--- src/rtl/i2cms_pkg.sv ---
// Package for the I2C master byte sequencer.
// Holds the phase, mode, status, action and link codes, the register indexes and the result item type.
// No dependencies.
`default_nettype none

package i2cms_pkg;

    // Sequencer phases
    localparam logic [2:0] PH_IDLE     = 3'd0;
    localparam logic [2:0] PH_ADDRESS  = 3'd1;
    localparam logic [2:0] PH_TRANSMIT = 3'd2;
    localparam logic [2:0] PH_RECEIVE  = 3'd3;
    localparam logic [2:0] PH_ERROR    = 3'd4;

    // Input item kinds
    localparam logic [2:0] MODE_WRITE  = 3'd0;
    localparam logic [2:0] MODE_READ   = 3'd1;
    localparam logic [2:0] MODE_STATUS = 3'd2;
    localparam logic [2:0] MODE_TMO    = 3'd3;
    localparam logic [2:0] MODE_REPEAT = 3'd4;

    // Engine status codes
    localparam logic [3:0] ST_START     = 4'd0;
    localparam logic [3:0] ST_RESTART   = 4'd1;
    localparam logic [3:0] ST_ADDRW_ACK = 4'd2;
    localparam logic [3:0] ST_ADDRR_ACK = 4'd3;
    localparam logic [3:0] ST_TX_ACK    = 4'd4;
    localparam logic [3:0] ST_RX_ACK    = 4'd5;
    localparam logic [3:0] ST_RX_NACK   = 4'd6;
    localparam logic [3:0] ST_BUS_ERR   = 4'd7;
    localparam logic [3:0] ST_ARB_LOST  = 4'd8;
    localparam logic [3:0] ST_TX_NACK   = 4'd9;
    localparam logic [3:0] ST_ADDRW_NAK = 4'd10;
    localparam logic [3:0] ST_ADDRR_NAK = 4'd11;
    localparam logic [3:0] ST_RELEASED  = 4'd12;
    localparam logic [3:0] ST_OTHER     = 4'd13;

    // Action codes
    localparam logic [1:0] START_LEAVE    = 2'd0;
    localparam logic [1:0] START_REQUEST  = 2'd1;
    localparam logic [1:0] START_WITHDRAW = 2'd2;

    localparam logic [1:0] ACK_LEAVE = 2'd0;
    localparam logic [1:0] ACK_ACK   = 2'd1;
    localparam logic [1:0] ACK_NACK  = 2'd2;

    localparam logic [1:0] TMO_LEAVE  = 2'd0;
    localparam logic [1:0] TMO_ARM    = 2'd1;
    localparam logic [1:0] TMO_DISARM = 2'd2;

    localparam logic [1:0] LINK_IDLE  = 2'd0;
    localparam logic [1:0] LINK_BUSY  = 2'd1;
    localparam logic [1:0] LINK_ERROR = 2'd2;

    // Register indexes (address bit 2)
    localparam logic REG_TARGET = 1'b0;
    localparam logic REG_TEN    = 1'b1;

    typedef struct packed {
        logic        write_data;
        logic [10:0] data_word;
        logic [1:0]  start_action;
        logic        stop_request;
        logic [1:0]  ack_control;
        logic        clear_interrupt;
        logic        read_valid;
        logic [7:0]  read_byte;
        logic        done_event;
        logic [1:0]  link_status;
        logic [1:0]  timeout_action;
    } result_t;

endpackage

`default_nettype wire

--- src/rtl/i2cms_step.sv ---
// Next-state and action logic of the I2C master byte sequencer for one item.
// Purely combinational; uses i2cms_pkg.
`default_nettype none

module i2cms_step #(
    parameter int LENGTH_BITS = 16
) (
    input  wire logic [2:0]             mode,
    input  wire logic [15:0]            transfer_length,
    input  wire logic [3:0]             status_code,
    input  wire logic [7:0]             tx_byte,
    input  wire logic [7:0]             rx_data,
    input  wire logic [9:0]             target_address,
    input  wire logic [2:0]             phase,
    input  wire logic [LENGTH_BITS-1:0] send_left,
    input  wire logic [LENGTH_BITS-1:0] receive_left,
    input  wire logic                   repeat_pending,
    input  wire logic [3:0]             previous_status,
    output logic [2:0]                  phase_next,
    output logic [LENGTH_BITS-1:0]      send_left_next,
    output logic [LENGTH_BITS-1:0]      receive_left_next,
    output logic                        repeat_pending_next,
    output logic [3:0]                  previous_status_next,
    output i2cms_pkg::result_t          result
);

    // Counts saturate at the smaller of the counter range and 16 bits
    localparam longint CNT_MAX = (LENGTH_BITS >= 16) ? 64'd65535
                                                     : ((64'd1 << LENGTH_BITS) - 64'd1);
    localparam logic [32:0] CNT_MAX_W = 33'(CNT_MAX);
    localparam logic [LENGTH_BITS-1:0] CNT_ONE = LENGTH_BITS'(1);

    logic [32:0]            len_wide;
    logic [32:0]            len_sat;
    logic [LENGTH_BITS-1:0] len_cnt;
    logic [3:0]             st;
    logic                   handled;
    logic [LENGTH_BITS-1:0] send_dec;
    logic [LENGTH_BITS-1:0] recv_dec;

    assign len_wide = {17'd0, transfer_length};
    assign len_sat  = (len_wide > CNT_MAX_W) ? CNT_MAX_W : len_wide;
    assign len_cnt  = len_sat[LENGTH_BITS-1:0];
    assign st       = (status_code > i2cms_pkg::ST_OTHER) ? i2cms_pkg::ST_OTHER : status_code;
    assign send_dec = (send_left == '0) ? '0 : send_left - CNT_ONE;
    assign recv_dec = (receive_left == '0) ? '0 : receive_left - CNT_ONE;

    always_comb
    begin
        phase_next           = phase;
        send_left_next       = send_left;
        receive_left_next    = receive_left;
        repeat_pending_next  = repeat_pending;
        previous_status_next = previous_status;
        result               = '0;
        handled              = 1'b0;

        case (mode)
            i2cms_pkg::MODE_WRITE, i2cms_pkg::MODE_READ:
            begin
                if (transfer_length != 16'd0)
                begin
                    if (mode == i2cms_pkg::MODE_WRITE)
                    begin
                        send_left_next    = len_cnt;
                        receive_left_next = '0;
                    end
                    else
                    begin
                        send_left_next    = '0;
                        receive_left_next = len_cnt;
                        // engine parked after txAck continues with a repeated start
                        if (previous_status == i2cms_pkg::ST_TX_ACK)
                            result.clear_interrupt = 1'b1;
                    end
                    phase_next            = i2cms_pkg::PH_ADDRESS;
                    result.start_action   = i2cms_pkg::START_REQUEST;
                    result.timeout_action = i2cms_pkg::TMO_ARM;
                end
            end
            i2cms_pkg::MODE_REPEAT:
            begin
                repeat_pending_next = 1'b1;
            end
            i2cms_pkg::MODE_TMO:
            begin
                phase_next           = i2cms_pkg::PH_ERROR;
                result.done_event    = 1'b1;
                previous_status_next = i2cms_pkg::ST_RELEASED;
                handled              = 1'b1;
            end
            i2cms_pkg::MODE_STATUS:
            begin
                previous_status_next   = st;
                handled                = 1'b1;
                result.clear_interrupt = 1'b1;
                case (st)
                    i2cms_pkg::ST_START, i2cms_pkg::ST_RESTART:
                    begin
                        if (phase == i2cms_pkg::PH_ADDRESS)
                        begin
                            result.write_data = 1'b1;
                            result.data_word  = {target_address, (send_left == '0)};
                        end
                        result.start_action = i2cms_pkg::START_WITHDRAW;
                    end
                    i2cms_pkg::ST_ADDRW_ACK:
                    begin
                        result.write_data = 1'b1;
                        result.data_word  = {3'd0, tx_byte};
                        send_left_next    = send_dec;
                        phase_next        = i2cms_pkg::PH_TRANSMIT;
                    end
                    i2cms_pkg::ST_ADDRR_ACK:
                    begin
                        result.ack_control = (receive_left > CNT_ONE) ? i2cms_pkg::ACK_ACK
                                                                      : i2cms_pkg::ACK_NACK;
                        phase_next = i2cms_pkg::PH_RECEIVE;
                    end
                    i2cms_pkg::ST_TX_ACK:
                    begin
                        if (phase == i2cms_pkg::PH_TRANSMIT)
                        begin
                            if (send_left != '0)
                            begin
                                result.write_data = 1'b1;
                                result.data_word  = {3'd0, tx_byte};
                                send_left_next    = send_dec;
                            end
                            else
                            begin
                                // repeated start: leave the flag set, no stop
                                if (repeat_pending)
                                begin
                                    repeat_pending_next    = 1'b0;
                                    result.clear_interrupt = 1'b0;
                                end
                                else
                                begin
                                    result.stop_request = 1'b1;
                                end
                                phase_next        = i2cms_pkg::PH_IDLE;
                                result.done_event = 1'b1;
                            end
                        end
                    end
                    i2cms_pkg::ST_RX_ACK:
                    begin
                        result.read_valid  = 1'b1;
                        result.read_byte   = rx_data;
                        receive_left_next  = recv_dec;
                        result.ack_control = (recv_dec > CNT_ONE) ? i2cms_pkg::ACK_ACK
                                                                  : i2cms_pkg::ACK_NACK;
                    end
                    i2cms_pkg::ST_RX_NACK:
                    begin
                        if (phase == i2cms_pkg::PH_RECEIVE)
                        begin
                            result.read_valid   = 1'b1;
                            result.read_byte    = rx_data;
                            receive_left_next   = recv_dec;
                            result.stop_request = 1'b1;
                            phase_next          = i2cms_pkg::PH_IDLE;
                            result.done_event   = 1'b1;
                        end
                    end
                    i2cms_pkg::ST_BUS_ERR, i2cms_pkg::ST_ARB_LOST, i2cms_pkg::ST_TX_NACK,
                    i2cms_pkg::ST_ADDRW_NAK, i2cms_pkg::ST_ADDRR_NAK:
                    begin
                        result.stop_request = 1'b1;
                        repeat_pending_next = 1'b0;
                        phase_next          = i2cms_pkg::PH_ERROR;
                        result.done_event   = 1'b1;
                    end
                    i2cms_pkg::ST_RELEASED:
                    begin
                        result.clear_interrupt = 1'b0;
                    end
                    default:
                    begin
                    end
                endcase
            end
            default:
            begin
            end
        endcase

        if (handled && (phase_next == i2cms_pkg::PH_IDLE || phase_next == i2cms_pkg::PH_ERROR))
            result.timeout_action = i2cms_pkg::TMO_DISARM;

        if (phase_next == i2cms_pkg::PH_ERROR)
            result.link_status = i2cms_pkg::LINK_ERROR;
        else if (phase_next == i2cms_pkg::PH_IDLE)
            result.link_status = i2cms_pkg::LINK_IDLE;
        else
            result.link_status = i2cms_pkg::LINK_BUSY;
    end

endmodule

`default_nettype wire

--- src/rtl/i2c_master_byte_sequencer.sv ---
// I2C master byte sequencer, top level: input register, state, output buffer, APB registers.
// Depends on i2cms_pkg and i2cms_step.
//
// The block takes one item per clock while in_stall is low and returns exactly one
// result item for each. An accepted item is held in the input register; the step
// logic then decides the engine actions and the next sequencer state, and the result
// lands in a two-entry output buffer (output register plus skid). A result passes the
// input register, then the output register, or the skid entry while the output
// register holds an untaken result. The sustained rate is one item per cycle while
// out_stall is low, as the step logic is combinational. in_stall rises only while the
// skid entry is occupied, so input keeps flowing while one result waits to be taken.
// Registers: target_address at byte 0x0, ten_bit_mode at byte 0x4; writes should
// happen only while the block is idle. ten_bit_mode is stored and read back but does
// not change any result. LENGTH_BITS sets the width of the byte counters; start
// lengths saturate at the smaller of 65535 and the counter maximum.
`default_nettype none

module i2c_master_byte_sequencer #(
    parameter int LENGTH_BITS = 16
) (
    input  wire logic        clk,
    input  wire logic        rst_n,

    // item input
    input  wire logic        in_valid,
    output logic             in_stall,
    input  wire logic [2:0]  mode,
    input  wire logic [15:0] transfer_length,
    input  wire logic [3:0]  status_code,
    input  wire logic [7:0]  tx_byte,
    input  wire logic [7:0]  rx_data,

    // result output
    output logic             out_valid,
    input  wire logic        out_stall,
    output logic             write_data,
    output logic [10:0]      data_word,
    output logic [1:0]       start_action,
    output logic             stop_request,
    output logic [1:0]       ack_control,
    output logic             clear_interrupt,
    output logic             read_valid,
    output logic [7:0]       read_byte,
    output logic             done_event,
    output logic [1:0]       link_status,
    output logic [1:0]       timeout_action,

    // APB configuration port
    input  wire logic        psel,
    input  wire logic        penable,
    input  wire logic        pwrite,
    input  wire logic [2:0]  paddr,
    input  wire logic [31:0] pwdata,
    output logic [31:0]      prdata,
    output logic             pready
);

    // configuration registers
    logic [9:0] target_address_reg;
    logic       ten_bit_mode_reg;
    logic       cfg_write;

    // input register
    logic        in_valid_reg;
    logic        in_valid_next;
    logic [2:0]  mode_reg;
    logic [15:0] transfer_length_reg;
    logic [3:0]  status_code_reg;
    logic [7:0]  tx_byte_reg;
    logic [7:0]  rx_data_reg;
    logic        in_take;

    // sequencer state
    logic [2:0]             phase_reg;
    logic [2:0]             phase_next;
    logic [LENGTH_BITS-1:0] send_left_reg;
    logic [LENGTH_BITS-1:0] send_left_next;
    logic [LENGTH_BITS-1:0] receive_left_reg;
    logic [LENGTH_BITS-1:0] receive_left_next;
    logic                   repeat_pending_reg;
    logic                   repeat_pending_next;
    logic [3:0]             previous_status_reg;
    logic [3:0]             previous_status_next;

    // output buffer
    i2cms_pkg::result_t step_res;
    i2cms_pkg::result_t out_res_reg;
    i2cms_pkg::result_t skid_res_reg;
    logic               out_valid_reg;
    logic               skid_valid_reg;
    logic               advance;
    logic               out_take;

    // --------------------------------------------------------------------
    // APB: always ready, write on the access phase
    // --------------------------------------------------------------------
    assign pready    = 1'b1;
    assign cfg_write = psel && penable && pwrite && pready;

    always_ff @(posedge clk or negedge rst_n)
    begin
        if (!rst_n)
        begin
            target_address_reg <= '0;
            ten_bit_mode_reg   <= 1'b0;
        end
        else if (cfg_write)
        begin
            if (paddr[2] == i2cms_pkg::REG_TARGET)
                target_address_reg <= pwdata[9:0];
            else
                ten_bit_mode_reg <= pwdata[0];
        end
    end

    // paddr[1:0] is the byte offset within a word and is not decoded
    always_comb
    begin
        prdata = '0;
        if (paddr[2] == i2cms_pkg::REG_TARGET)
            prdata = {22'd0, target_address_reg};
        else
            prdata = {31'd0, ten_bit_mode_reg};
    end

    // --------------------------------------------------------------------
    // Item flow: the held item moves on whenever the skid entry is free
    // --------------------------------------------------------------------
    assign advance       = in_valid_reg && !skid_valid_reg;
    assign in_stall      = in_valid_reg && skid_valid_reg;
    assign in_take       = in_valid && !in_stall;
    assign in_valid_next = in_take ? 1'b1 : (advance ? 1'b0 : in_valid_reg);
    assign out_take      = out_valid_reg && !out_stall;

    always_ff @(posedge clk or negedge rst_n)
    begin
        if (!rst_n)
            in_valid_reg <= 1'b0;
        else
            in_valid_reg <= in_valid_next;
    end

    always_ff @(posedge clk)
    begin
        if (in_take)
        begin
            mode_reg            <= mode;
            transfer_length_reg <= transfer_length;
            status_code_reg     <= status_code;
            tx_byte_reg         <= tx_byte;
            rx_data_reg         <= rx_data;
        end
    end

    // --------------------------------------------------------------------
    // Step logic and sequencer state
    // --------------------------------------------------------------------
    i2cms_step #(
        .LENGTH_BITS (LENGTH_BITS)
    ) u_step (
        .mode                 (mode_reg),
        .transfer_length      (transfer_length_reg),
        .status_code          (status_code_reg),
        .tx_byte              (tx_byte_reg),
        .rx_data              (rx_data_reg),
        .target_address       (target_address_reg),
        .phase                (phase_reg),
        .send_left            (send_left_reg),
        .receive_left         (receive_left_reg),
        .repeat_pending       (repeat_pending_reg),
        .previous_status      (previous_status_reg),
        .phase_next           (phase_next),
        .send_left_next       (send_left_next),
        .receive_left_next    (receive_left_next),
        .repeat_pending_next  (repeat_pending_next),
        .previous_status_next (previous_status_next),
        .result               (step_res)
    );

    always_ff @(posedge clk or negedge rst_n)
    begin
        if (!rst_n)
        begin
            phase_reg           <= i2cms_pkg::PH_IDLE;
            send_left_reg       <= '0;
            receive_left_reg    <= '0;
            repeat_pending_reg  <= 1'b0;
            previous_status_reg <= i2cms_pkg::ST_OTHER;
        end
        else if (advance)
        begin
            phase_reg           <= phase_next;
            send_left_reg       <= send_left_next;
            receive_left_reg    <= receive_left_next;
            repeat_pending_reg  <= repeat_pending_next;
            previous_status_reg <= previous_status_next;
        end
    end

    // --------------------------------------------------------------------
    // Output register plus skid entry
    // --------------------------------------------------------------------
    always_ff @(posedge clk or negedge rst_n)
    begin
        if (!rst_n)
        begin
            out_valid_reg  <= 1'b0;
            skid_valid_reg <= 1'b0;
        end
        else
        begin
            if (out_take || !out_valid_reg)
            begin
                // output slot frees: skid first, else the new result
                out_valid_reg  <= skid_valid_reg || advance;
                skid_valid_reg <= 1'b0;
            end
            else if (advance)
            begin
                skid_valid_reg <= 1'b1;
            end
        end
    end

    always_ff @(posedge clk)
    begin
        if (out_take || !out_valid_reg)
        begin
            if (skid_valid_reg)
                out_res_reg <= skid_res_reg;
            else if (advance)
                out_res_reg <= step_res;
        end
        else if (advance)
        begin
            skid_res_reg <= step_res;
        end
    end

    assign out_valid       = out_valid_reg;
    assign write_data      = out_res_reg.write_data;
    assign data_word       = out_res_reg.data_word;
    assign start_action    = out_res_reg.start_action;
    assign stop_request    = out_res_reg.stop_request;
    assign ack_control     = out_res_reg.ack_control;
    assign clear_interrupt = out_res_reg.clear_interrupt;
    assign read_valid      = out_res_reg.read_valid;
    assign read_byte       = out_res_reg.read_byte;
    assign done_event      = out_res_reg.done_event;
    assign link_status     = out_res_reg.link_status;
    assign timeout_action  = out_res_reg.timeout_action;

endmodule

`default_nettype wire

--- config.mk ---
export PLATFORM = sky130hd
export DESIGN_NAME = i2c_master_byte_sequencer
export DESIGN_NICKNAME = d
export VERILOG_FILES = /design/src/rtl/i2cms_pkg.sv /design/src/rtl/i2cms_step.sv /design/src/rtl/i2c_master_byte_sequencer.sv
export SDC_FILE = /design/constraint.sdc
export NUM_CORES = 1
export LEC_CHECK = 0
export BUFFER_PORTS_ARGS = -buffer_cell sky130_fd_sc_hd__buf_2
export CORE_MARGIN = 10
export CORE_UTILIZATION = 46
export CTS_CLUSTER_DIAMETER = 150
export DETAILED_ROUTE_END_ITERATION = 10
export GPL_ROUTABILITY_DRIVEN = 0
export PLACE_DENSITY = 0.66
export SLEW_MARGIN = 0
export SYNTH_ARGS = -nofsm -noshare
export SYNTH_HDL_FRONTEND = slang
export SYNTH_HIERARCHICAL = 1
export SYNTH_SLANG_ARGS = --single-unit
--- constraint.sdc ---
create_clock -name clk -period 2.6 [get_ports clk]
set_input_delay 0.52 -clock clk [delete_from_list [all_inputs] [get_ports clk]]
set_output_delay 0.52 -clock clk [all_outputs]
set_load 0.03 [all_outputs]
==> results of run 1 <==
==> metal layers <==
metal / global-route usage (%) / vias up / wire length [µm]
li1: - / 2887 / -
met1: 22.4 / 3002 / 9160
met2: 27.8 / 300 / 10100
met3: 4.16 / 46 / 1610
met4: 7.65 / 0 / 657
met5: 0 / - / 0
==> how the worst min path moves through the flow <==
stage	from	end	slack, ns	cells past startpoint
final	rst_n	out_valid	0.26	2
after global routing	transfer_length[4]	transfer_length_reg[4]	0.24	1
after CTS	transfer_length[4]	transfer_length_reg[4]	0.25	1
after detailed placement	ten_bit_mode_reg	ten_bit_mode_reg	0.50	1
after global placement	ten_bit_mode_reg	ten_bit_mode_reg	0.48	1
after floorplan	rst_n	in_valid_reg	0.22	0
==> area by class of cell <==
type                            count  area [µm²]
Fill cell                        1519        7890
Sequential cell                   157        4450
Multi-Input combinational cell    483        3540
Timing Repair Buffer              175        1090
Clock buffer                       18         429
Tap cell                          229         287
Clock inverter                     14         156
Inverter                           17        65.1
==> kinds of logic after synthesis <==
family,synth area share (%)
AOI/OAI and AO/OA,11.2
xor gates and xnor gates,0.420
adders and majority gates,0.901
buffers and inverters,5.72
DFF,53.4
muxes,13.5
other,0.0901
and+or+nand+nor,14.8
==> layout by cell type (no fill, tap or decap), types with 6 or more instances in the layout <==
| cell | instances |
|---|---|
| a22oi_1 | 18 |
| nor4_1 | 16 |
| nor3_1 | 18 |
| ha_1 | 6 |
| o211ai_1 | 7 |
| buf_4 | 73 |
| nor2b_1 | 17 |
| mux2_4 | 39 |
| conb_1 | 23 |
| nor2_1 | 54 |
| inv_1 | 15 |
| a21oi_1 | 20 |
| nand2b_1 | 8 |
| mux2_2 | 45 |
| nand3_1 | 7 |
| nand2_1 | 46 |
| o311ai_0 | 6 |
| edfxtp_1 | 103 |
| o21ai_0 | 33 |
| and2_1 | 13 |
| dfrtp_1 | 51 |
| clkbuf_16 | 17 |
| buf_2 | 100 |
==> stage by stage <==
step                instance area (µm²)  worst slack (ns)
finish                            10000            0.0984
global placement                   9390             0.122
CTS                                9980            0.0499
detailed placement                 9390             0.105
global route                      10000         -0.000618
floorplan                          8420             0.132
==> synth_stat cells, types with 3 or more instances <==
library cell	count
o21ai_0	33
or3_1	3
dfrtp_1	51
or4_1	5
o311ai_0	6
mux2_4	39
nor2_1	54
edfxtp_1	103
nand4b_1	3
o211ai_1	7
o41ai_1	4
xor2_1	3
clkbuf_1	20
buf_4	26
a221o_1	4
dfstp_2	3
a32oi_1	4
and3_1	5
or2_2	4
nand3_1	7
and2_1	13
a21oi_1	21
buf_2	11
a22oi_1	18
a31o_2	3
nand4_1	4
ha_1	6
nor4_1	19
mux2i_1	3
nand2_1	46
nor3b_1	6
nor2b_1	19
inv_1	16
nor3_1	18
buf_8	4
a31oi_1	4
mux2_2	45
nand2b_1	8
==> power by group <==
part | leakage, µW | switching, µW | internal, µW
clock | 0.000291 | 1060 | 1440
sequential | 0.00167 | 414 | 3150
combinational | 0.00218 | 1660 | 1440
==> what timing repair did <==
item,in CTS,in global routing
setup buffers,0,2
setup endpoints to repair,0,16
resized for setup,0,5
==> run summary, run 1 <==
The number of buffers added by the clock tree synthesis step came out at 17. The floorplan die area came out at 0.0239 mm². The maximum resistive drop on vdd is 0.564 mV. The row count is 49. The post-route minimum period came out at around 2.5 ns. The count of antenna-violating nets left after detailed routing came out at 0. The total area inside the core boundary comes to roughly 0.018 mm². The final core utilization came out at 56.0%. TritonCTS built the clock tree. The biggest cell delay along the critical path is 0.68 ns.

The first detailed-routing pass took 5 iterations. 0 antenna diodes ended up in the layout. The number of synthesized flops with an enable pin came out at ~100. The total wire length after detailed routing is 21.5 mm. In the finished design, the share of the clock period the worst path needs comes to between 90% and 100%. The number of global-route vias before repair is 6379. The clock skew is 0.00780 ns. Global routing finished with a remaining overflow of 0. The starting density of the core is 46.6%. The flow ran to the end, and the final reports show no timing, DRC or antenna violations. For this design the top-level I/O count stands at 148. The total count of max-transition violations in the final report came out at 0.

The cell area after technology mapping came out at 0.00833 mm². By area the synthesized netlist is led by edfxtp_1 37%, dfrtp_1 15%, mux2_4 7.0%. The area growth from synthesis to layout is 20.2%.

The count of mapped cells out of synthesis is 700. The number of flip-flops under the largest register name came out at 32. The combined buffer and inverter count along the critical path is 1. Across all hold checks on the routed design, the worst slack comes to 0.265 ns. The flop-to-flop setup slack is about 0.098 ns. Using the TritonRoute via totals, the vias-per-cell ratio works out to approximately 5.7. Dividing the synthesized area by the synthesized cell count gives 11.9 µm². Dividing the detail-routed wire length by the instance count gives 19.7 µm.

The number of warnings printed during yosys synthesis is 6. The die extent in y came out at 155 µm. The buffer type at the clock tree root is clkbuf_16. The power density relative to cell area is 914 mW/mm². The number of antenna violations at the first check in global routing is 0. In this run the worst path has a maximum fanout of 7. The endpoint arrival time on the critical path is 2.86 ns.

After legalization and detailed placement, the total HPWL measured ~15 mm. The total vias in the final route came out at 6235. In this run the tool buffered the top-level ports with 100 buffer cells. STA classifies the critical path startpoint as a flop. The maximum number of pins on one net before global-route repair is 55. The fraction of synthesis flops using an asynchronous set or reset pin is 34.4%.

Among cell families on the critical path, the largest total delay comes from simple AND/OR/NAND/NOR gates. The latest clock arrival within the worst-skew pair is 0.43 ns. In this run, placement finished with an instance count of 1059. The floorplan step set the die width to 155 µm.

For this run, the total global-route usage over all layers was measured as about 18%. For this run, the register share of the synthesized area comes to 53.4%. The detailed router's first-iteration violation count is 618. For this run, the leading register cell type out of synthesis is edfxtp_1. The worst-case clock buffer depth is 2. Among all stages on the critical path, the largest delay is contributed by or4_1.

The count of hold buffers inserted by post-cts repair is 0. The cell repeated most along the worst path is or4_1. The final layout contains around 940 nets. The worst max-slew margin expressed relative to the limit came out at 43.9%.

The depth of the critical timing path with buffers and inverters included came out at 7. The fraction of post-synthesis cell area in the top cell type by area came out at ~37%. The critical path starts at send_left_reg[1].

The final setup TNS came out at 0 ns. Traced cell by cell, the critical path runs through buf_4 -> or4_1 -> or3_1 -> or4_1 -> a31oi_1 -> a31o_2 -> mux2_4. The number of failing hold endpoints at the final stage came out at 0. The path category of the worst min-delay check is primary input to async pin. Across the run, the number of max-cap violations was 0. In the routed design, unresolved DRC markers number 0. Timing would allow up to 400 MHz.

The first-pass GRT wire length came out at between 30 and 40 mm. By startpoint and endpoint, the worst setup path is classified as flop to flop. The worst flop-to-flop path endpoint is send_left_reg[5]. The count of endpoints failing setup in the final report came out at 0. Following the worst setup path forward leads to its endpoint at send_left_reg[5].

The number of cells on the worst reg-to-reg path is 7. The post-layout instance count excluding filler cells came out at 1093. The clock transition at the registers of the reported paths came out at about 0.07 ns. The reported leakage power came out at 0.00415 µW. The total of flip-flops plus latches after synthesis came out at 157. The worst register-to-register path begins at send_left_reg[1]. The share of final-layout standard cells stronger than drive strength 1 came out at 37.0%. The pin slew with the least headroom to its limit is 0.837 ns. STA classifies the critical path endpoint as a flop.

The clock net sink count came out at 157. The total power consumption of the routed design is between 9000 and 10000 µW. The critical path required time came out at 2.96 ns. The number of distinct library cells after synthesis came out at between 70 and 80. The number of H-tree levels is 4.

The biggest area consumer among synthesized cells is edfxtp_1.
(Power assumes the default switching activity.)
==> run 2: changes to the inputs <==
ABC_AREA = 1   (was default)
REMOVE_ABC_BUFFERS = 1   (was default)
==> run 2 against run 1 <==
Sequential power is 6.7% lower; critical path depth is 5 higher; cell area is 0.51% lower; global-route usage is 0.38 points higher; first-iteration DRC count is 15% lower; wire length is 2.1% higher; sequential share of layout area is 0.23 points higher; sequential cell count stayed put; setup slack better by 0.12 ns; non-clock buffer count is 49 lower; register-to-register slack better by 0.12 ns.
==> run summary, run 2 <==
The maximum resistive drop on vdd is 0.468 mV (-17%). The run finished with clean final reports. The fraction of post-synthesis cell area in the top cell type by area came to 35.5% (-1.6 points).

The total of flip-flops plus latches after synthesis is 157 (unchanged). The via-per-instance ratio is 5.19 (-9.1%). The final HPWL from detailed placement came out at 15.6 mm (+1.0%). The reported leakage power is 0.00472 µW (+14%). The number of inserted diodes is 0 (unchanged). CTS placed an instance of clkbuf_16 at the clock tree root. The cell area after technology mapping is 0.00870 mm² (+4.4%). Summed over all instances, the cell type with the most area after synthesis is edfxtp_1. The total congestion overflow is 0 (unchanged). The number of buffers added on ports is 100 (unchanged). The worst slack on hold paths is 0.101 ns (-0.164 ns). The number of distinct library cells after synthesis came out at 51 (-35%). Setup repair after global routing left no endpoint under its margin. The area of the placeable core is 0.0186 mm² (+4.1%). The worst-case clock buffer depth came out at 2 (unchanged). The share of total power consumed by net switching is 37.1% (+2.9 points). The latest clock arrival within the worst-skew pair is 0.44 ns (about the same).

The library cell used most frequently in the layout, excluding fill and tap cells, is nand2_1. The endpoint arrival time on the critical path was 2.71 ns (-0.15 ns). The clock skew is 0.0136 ns (+0.00580 ns).

The total vias in the final route came to 7180 (+15%). The biggest cell delay along the critical path came out at 0.47 ns (-0.21 ns). The final setup TNS was 0 ns (unchanged). The number of failing hold endpoints at the final stage came to 0 (unchanged). TritonCTS built the clock tree.

The share of synthesized cell area in full adder, half adder and majority cells is 0.863% (-0.038 points). The highest attainable clock frequency was 419 MHz (+4.9%). The clock transition at the registers of the reported paths is 0.07 ns (about the same). The share of total power in sequential cells came out at 40.6% (+1.7 points).

The largest individual stage delay along the critical path comes from the cell edfxtp_1. The number of buffers added by the clock tree synthesis step came out at 17 (unchanged). The cell repeated most along the worst path is inv_2. The clock net sink count came out at 157 (unchanged). The critical path required time is 2.92 ns (-0.04 ns).

The count of endpoints failing setup in the final report came to 0 (unchanged). The number of global-route vias before repair came out at 7055 (+11%). The number of warnings printed during yosys synthesis is 6 (unchanged). The worst max-slew margin expressed relative to the limit came out at 54.5% (+11 points).

The floorplan die area came out at 0.0248 mm² (+3.8%). The global-route total usage across every layer is 17.9% (+0.38 points). The number of nets in the layout came to 1224 (+30%). The main combinational cell family by area after synthesis is simple AND/OR/NAND/NOR gates. The routed wire length per instance came out at 15.8 µm (-19%).

The post-route minimum period came to 2.38 ns (-0.118 ns). The detailed-router iteration count before antenna repair came out at 6 (+1). The total count of max-transition violations in the final report came out at 0 (unchanged). The parity-gate share of the synthesized area counting xor and xnor cells is 0.101% (-0.32 points). By area the synthesized netlist is led by edfxtp_1 36%, nand2_1 16%, dfrtp_1 15%. The number of synthesized flops with an enable pin came out at 103 (unchanged). The proportion of power drawn by combinational gates is 30.0% (-3.8 points). The pin slew with the least headroom to its limit is 0.682 ns (-0.155 ns). The detailed router's first-iteration violation count is 526 (-15%).

The number of antenna violations at the first check in global routing came out at 0 (unchanged). The post-placement setup slack is 0.215 ns (+0.109 ns). The max-cap violation count is 0 (unchanged). In the layout the commonest cells are 361 x nand2_1, 104 x nand3_1, 103 x edfxtp_1. The first-pass GRT wire length came out at 35.7 mm (+4.7%).

The maximum fanout count along the critical path came out at 17 (+10). The die extent in x is 158 µm (+1.9%). Traced cell by cell, the critical path runs through inv_2 -> nand2_4 -> nor2_8 -> inv_2 -> o21ai_4 -> nand2_4 -> inv_2 -> o21ai_1 -> o21ai_1 -> o211ai_1 -> nand3_1 -> nand2_1. The area share of and/or/nand/nor cells after synthesis is 31.8% (+17 points). The power density relative to cell area came out at 821 mW/mm² (-10%). The maximum number of pins on one net before global-route repair came out at 45 (-18%). The row count is 50 (+2.0%). By count the netlist is led by 361 x nand2_1, 104 x nand3_1, 103 x edfxtp_1. The total internal power came out at 5140 µW (-15%). STA classifies the critical path endpoint as a flop. The compound-cell area share of the yosys netlist came out at 6.99% (-4.2 points). The worst hold path belongs to the class primary input to async pin. The combined buffer and inverter count along the critical path is 3 (+2). Among all cell types in the netlist, the one instantiated most often is nand2_1. The worst setup path is launched from a flop. The area growth from synthesis to layout is 14.5%.

The post-layout worst setup margin is 0.216 ns (+0.118 ns). The starting density of the core is 46.7% (+0.12 points). The clock group share of total power is 29.4% (+2.1 points). The share of the yosys chip area belonging to registers is 51.1% (-2.3 points). The average cell area after synthesis came to 8.47 µm² (-29%).

The die extent in y came to 158 µm (+1.9%). The net switching power of the design came out at 3040 µW (-3.0%). The startpoint-to-endpoint class of the critical path is flop to flop. The fraction of synthesized area in multiplexers is 0% (-13 points). The dominant delay contributor by cell family on the critical path is compound AO/OA/AOI/OAI gates. The count of antenna-violating nets left after detailed routing is 0 (unchanged). The count of mapped cells out of synthesis came out at 1028 (+47%). Among all flip-flop cells after synthesis, the most frequent one is edfxtp_1. The number of top-level design ports is 148 (unchanged). The number of flip-flops under the largest register name is 32 (unchanged). The number of H-tree levels was 4 (unchanged).

The ratio of final minimum period to clock period is 91.7% (-4.5 points). The fraction of synthesis flops using an asynchronous set or reset pin came out at 34.4% (unchanged). The final core utilization is 53.5% (-2.5 points).

The DRC violation count after routing is 0 (unchanged). The count of hold buffers inserted by post-cts repair was 0 (unchanged). The share of final-layout standard cells stronger than drive strength 1 came to 20.8% (-16 points). The total wire length after detailed routing came out at 21.9 mm (+2.1%).
run 2: routing by layer:
metal | GRT usage, % | up-vias | routed length, µm
met5 | 0 | - | 0
met4 | 6.10 | 0 | 412
met3 | 3.66 | 29 | 1390
met2 | 29.4 | 225 | 10500
met1 | 23.1 | 3358 | 9630
li1 | - | 3568 | -
run 2: kinds of logic (layout without fill, tap and decap cells):
kind of cell,Yosys count,after routing
AOI/OAI and AO/OA,94,94
buffers and inverters,150,251
DFF,157,157
xor gates and xnor gates,1,1
other,2,23
and+or+nand+nor,618,618
adders and majority gates,6,6
run 2: worst register-to-register path: stages (launching register included):
cell      delay (ns)
edfxtp_1        0.47
inv_2           0.18
nand2_4         0.09
nor2_8          0.13
inv_2           0.09
o21ai_4         0.25
nand2_4         0.10
inv_2           0.31
o21ai_1         0.17
o21ai_1         0.21
o211ai_1        0.12
nand3_1         0.10
nand2_1         0.06
run 2: timing repair:
item,CTS,global route
gates resized for setup,0,4
endpoints found under the setup margin,0,3
setup buffers,0,2
run 2: cell type report:
class                           count  area (µm²)
Multi-Input combinational cell    742        3580
Fill cell                        1743        8680
Clock buffer                       17         425
Timing Repair Buffer              126         733
Inverter                           93         354
Sequential cell                   157        4450
Tap cell                          234         293
Clock inverter                     15         136
run 2: final timing paths:
kind | start | end | slack (ns) | depth (start not counted)
worst max-delay path | status_code_reg[1] | send_left_reg[7] | 0.22 | 12
worst min-delay path | rst_n | receive_left_reg[5] | 0.10 | 1
worst max register to register | status_code_reg[1] | send_left_reg[7] | 0.22 | 12
worst min register to register | previous_status_reg[2] | previous_status_reg[2] | 0.47 | 2
max in group asynchronous | rst_n | previous_status_reg[3] | 1.78 | 2
min in group clk | transfer_length[6] | transfer_length_reg[6] | 0.25 | 1
run 2: power groups by stage:
stage | Sequential, µW | Combinational, µW | Clock [µW]
2_1_floorplan | 3420 | 1680 | 0
3_3_place_gp | 3360 | 2350 | 0
3_5_place_dp | 3360 | 2390 | 0
4_1_cts | 3320 | 2400 | 2460
5_1_grt | 3370 | 2780 | 2550
6_report | 3320 | 2450 | 2410
run 2: through the flow:
| step | std cells | power [µW] | area [µm²] |
|---|---|---|---|
| 2_1_floorplan | 992 | 5100 | 8350 |
| 3_3_place_gp | 1350 | 5710 | 9370 |
| 3_5_place_dp | 1350 | 5760 | 9370 |
| 4_1_cts | 1382 | 8180 | 9930 |
| 5_1_grt | 1384 | 8700 | 9970 |
| 6_report | 1384 | 8180 | 9970 |
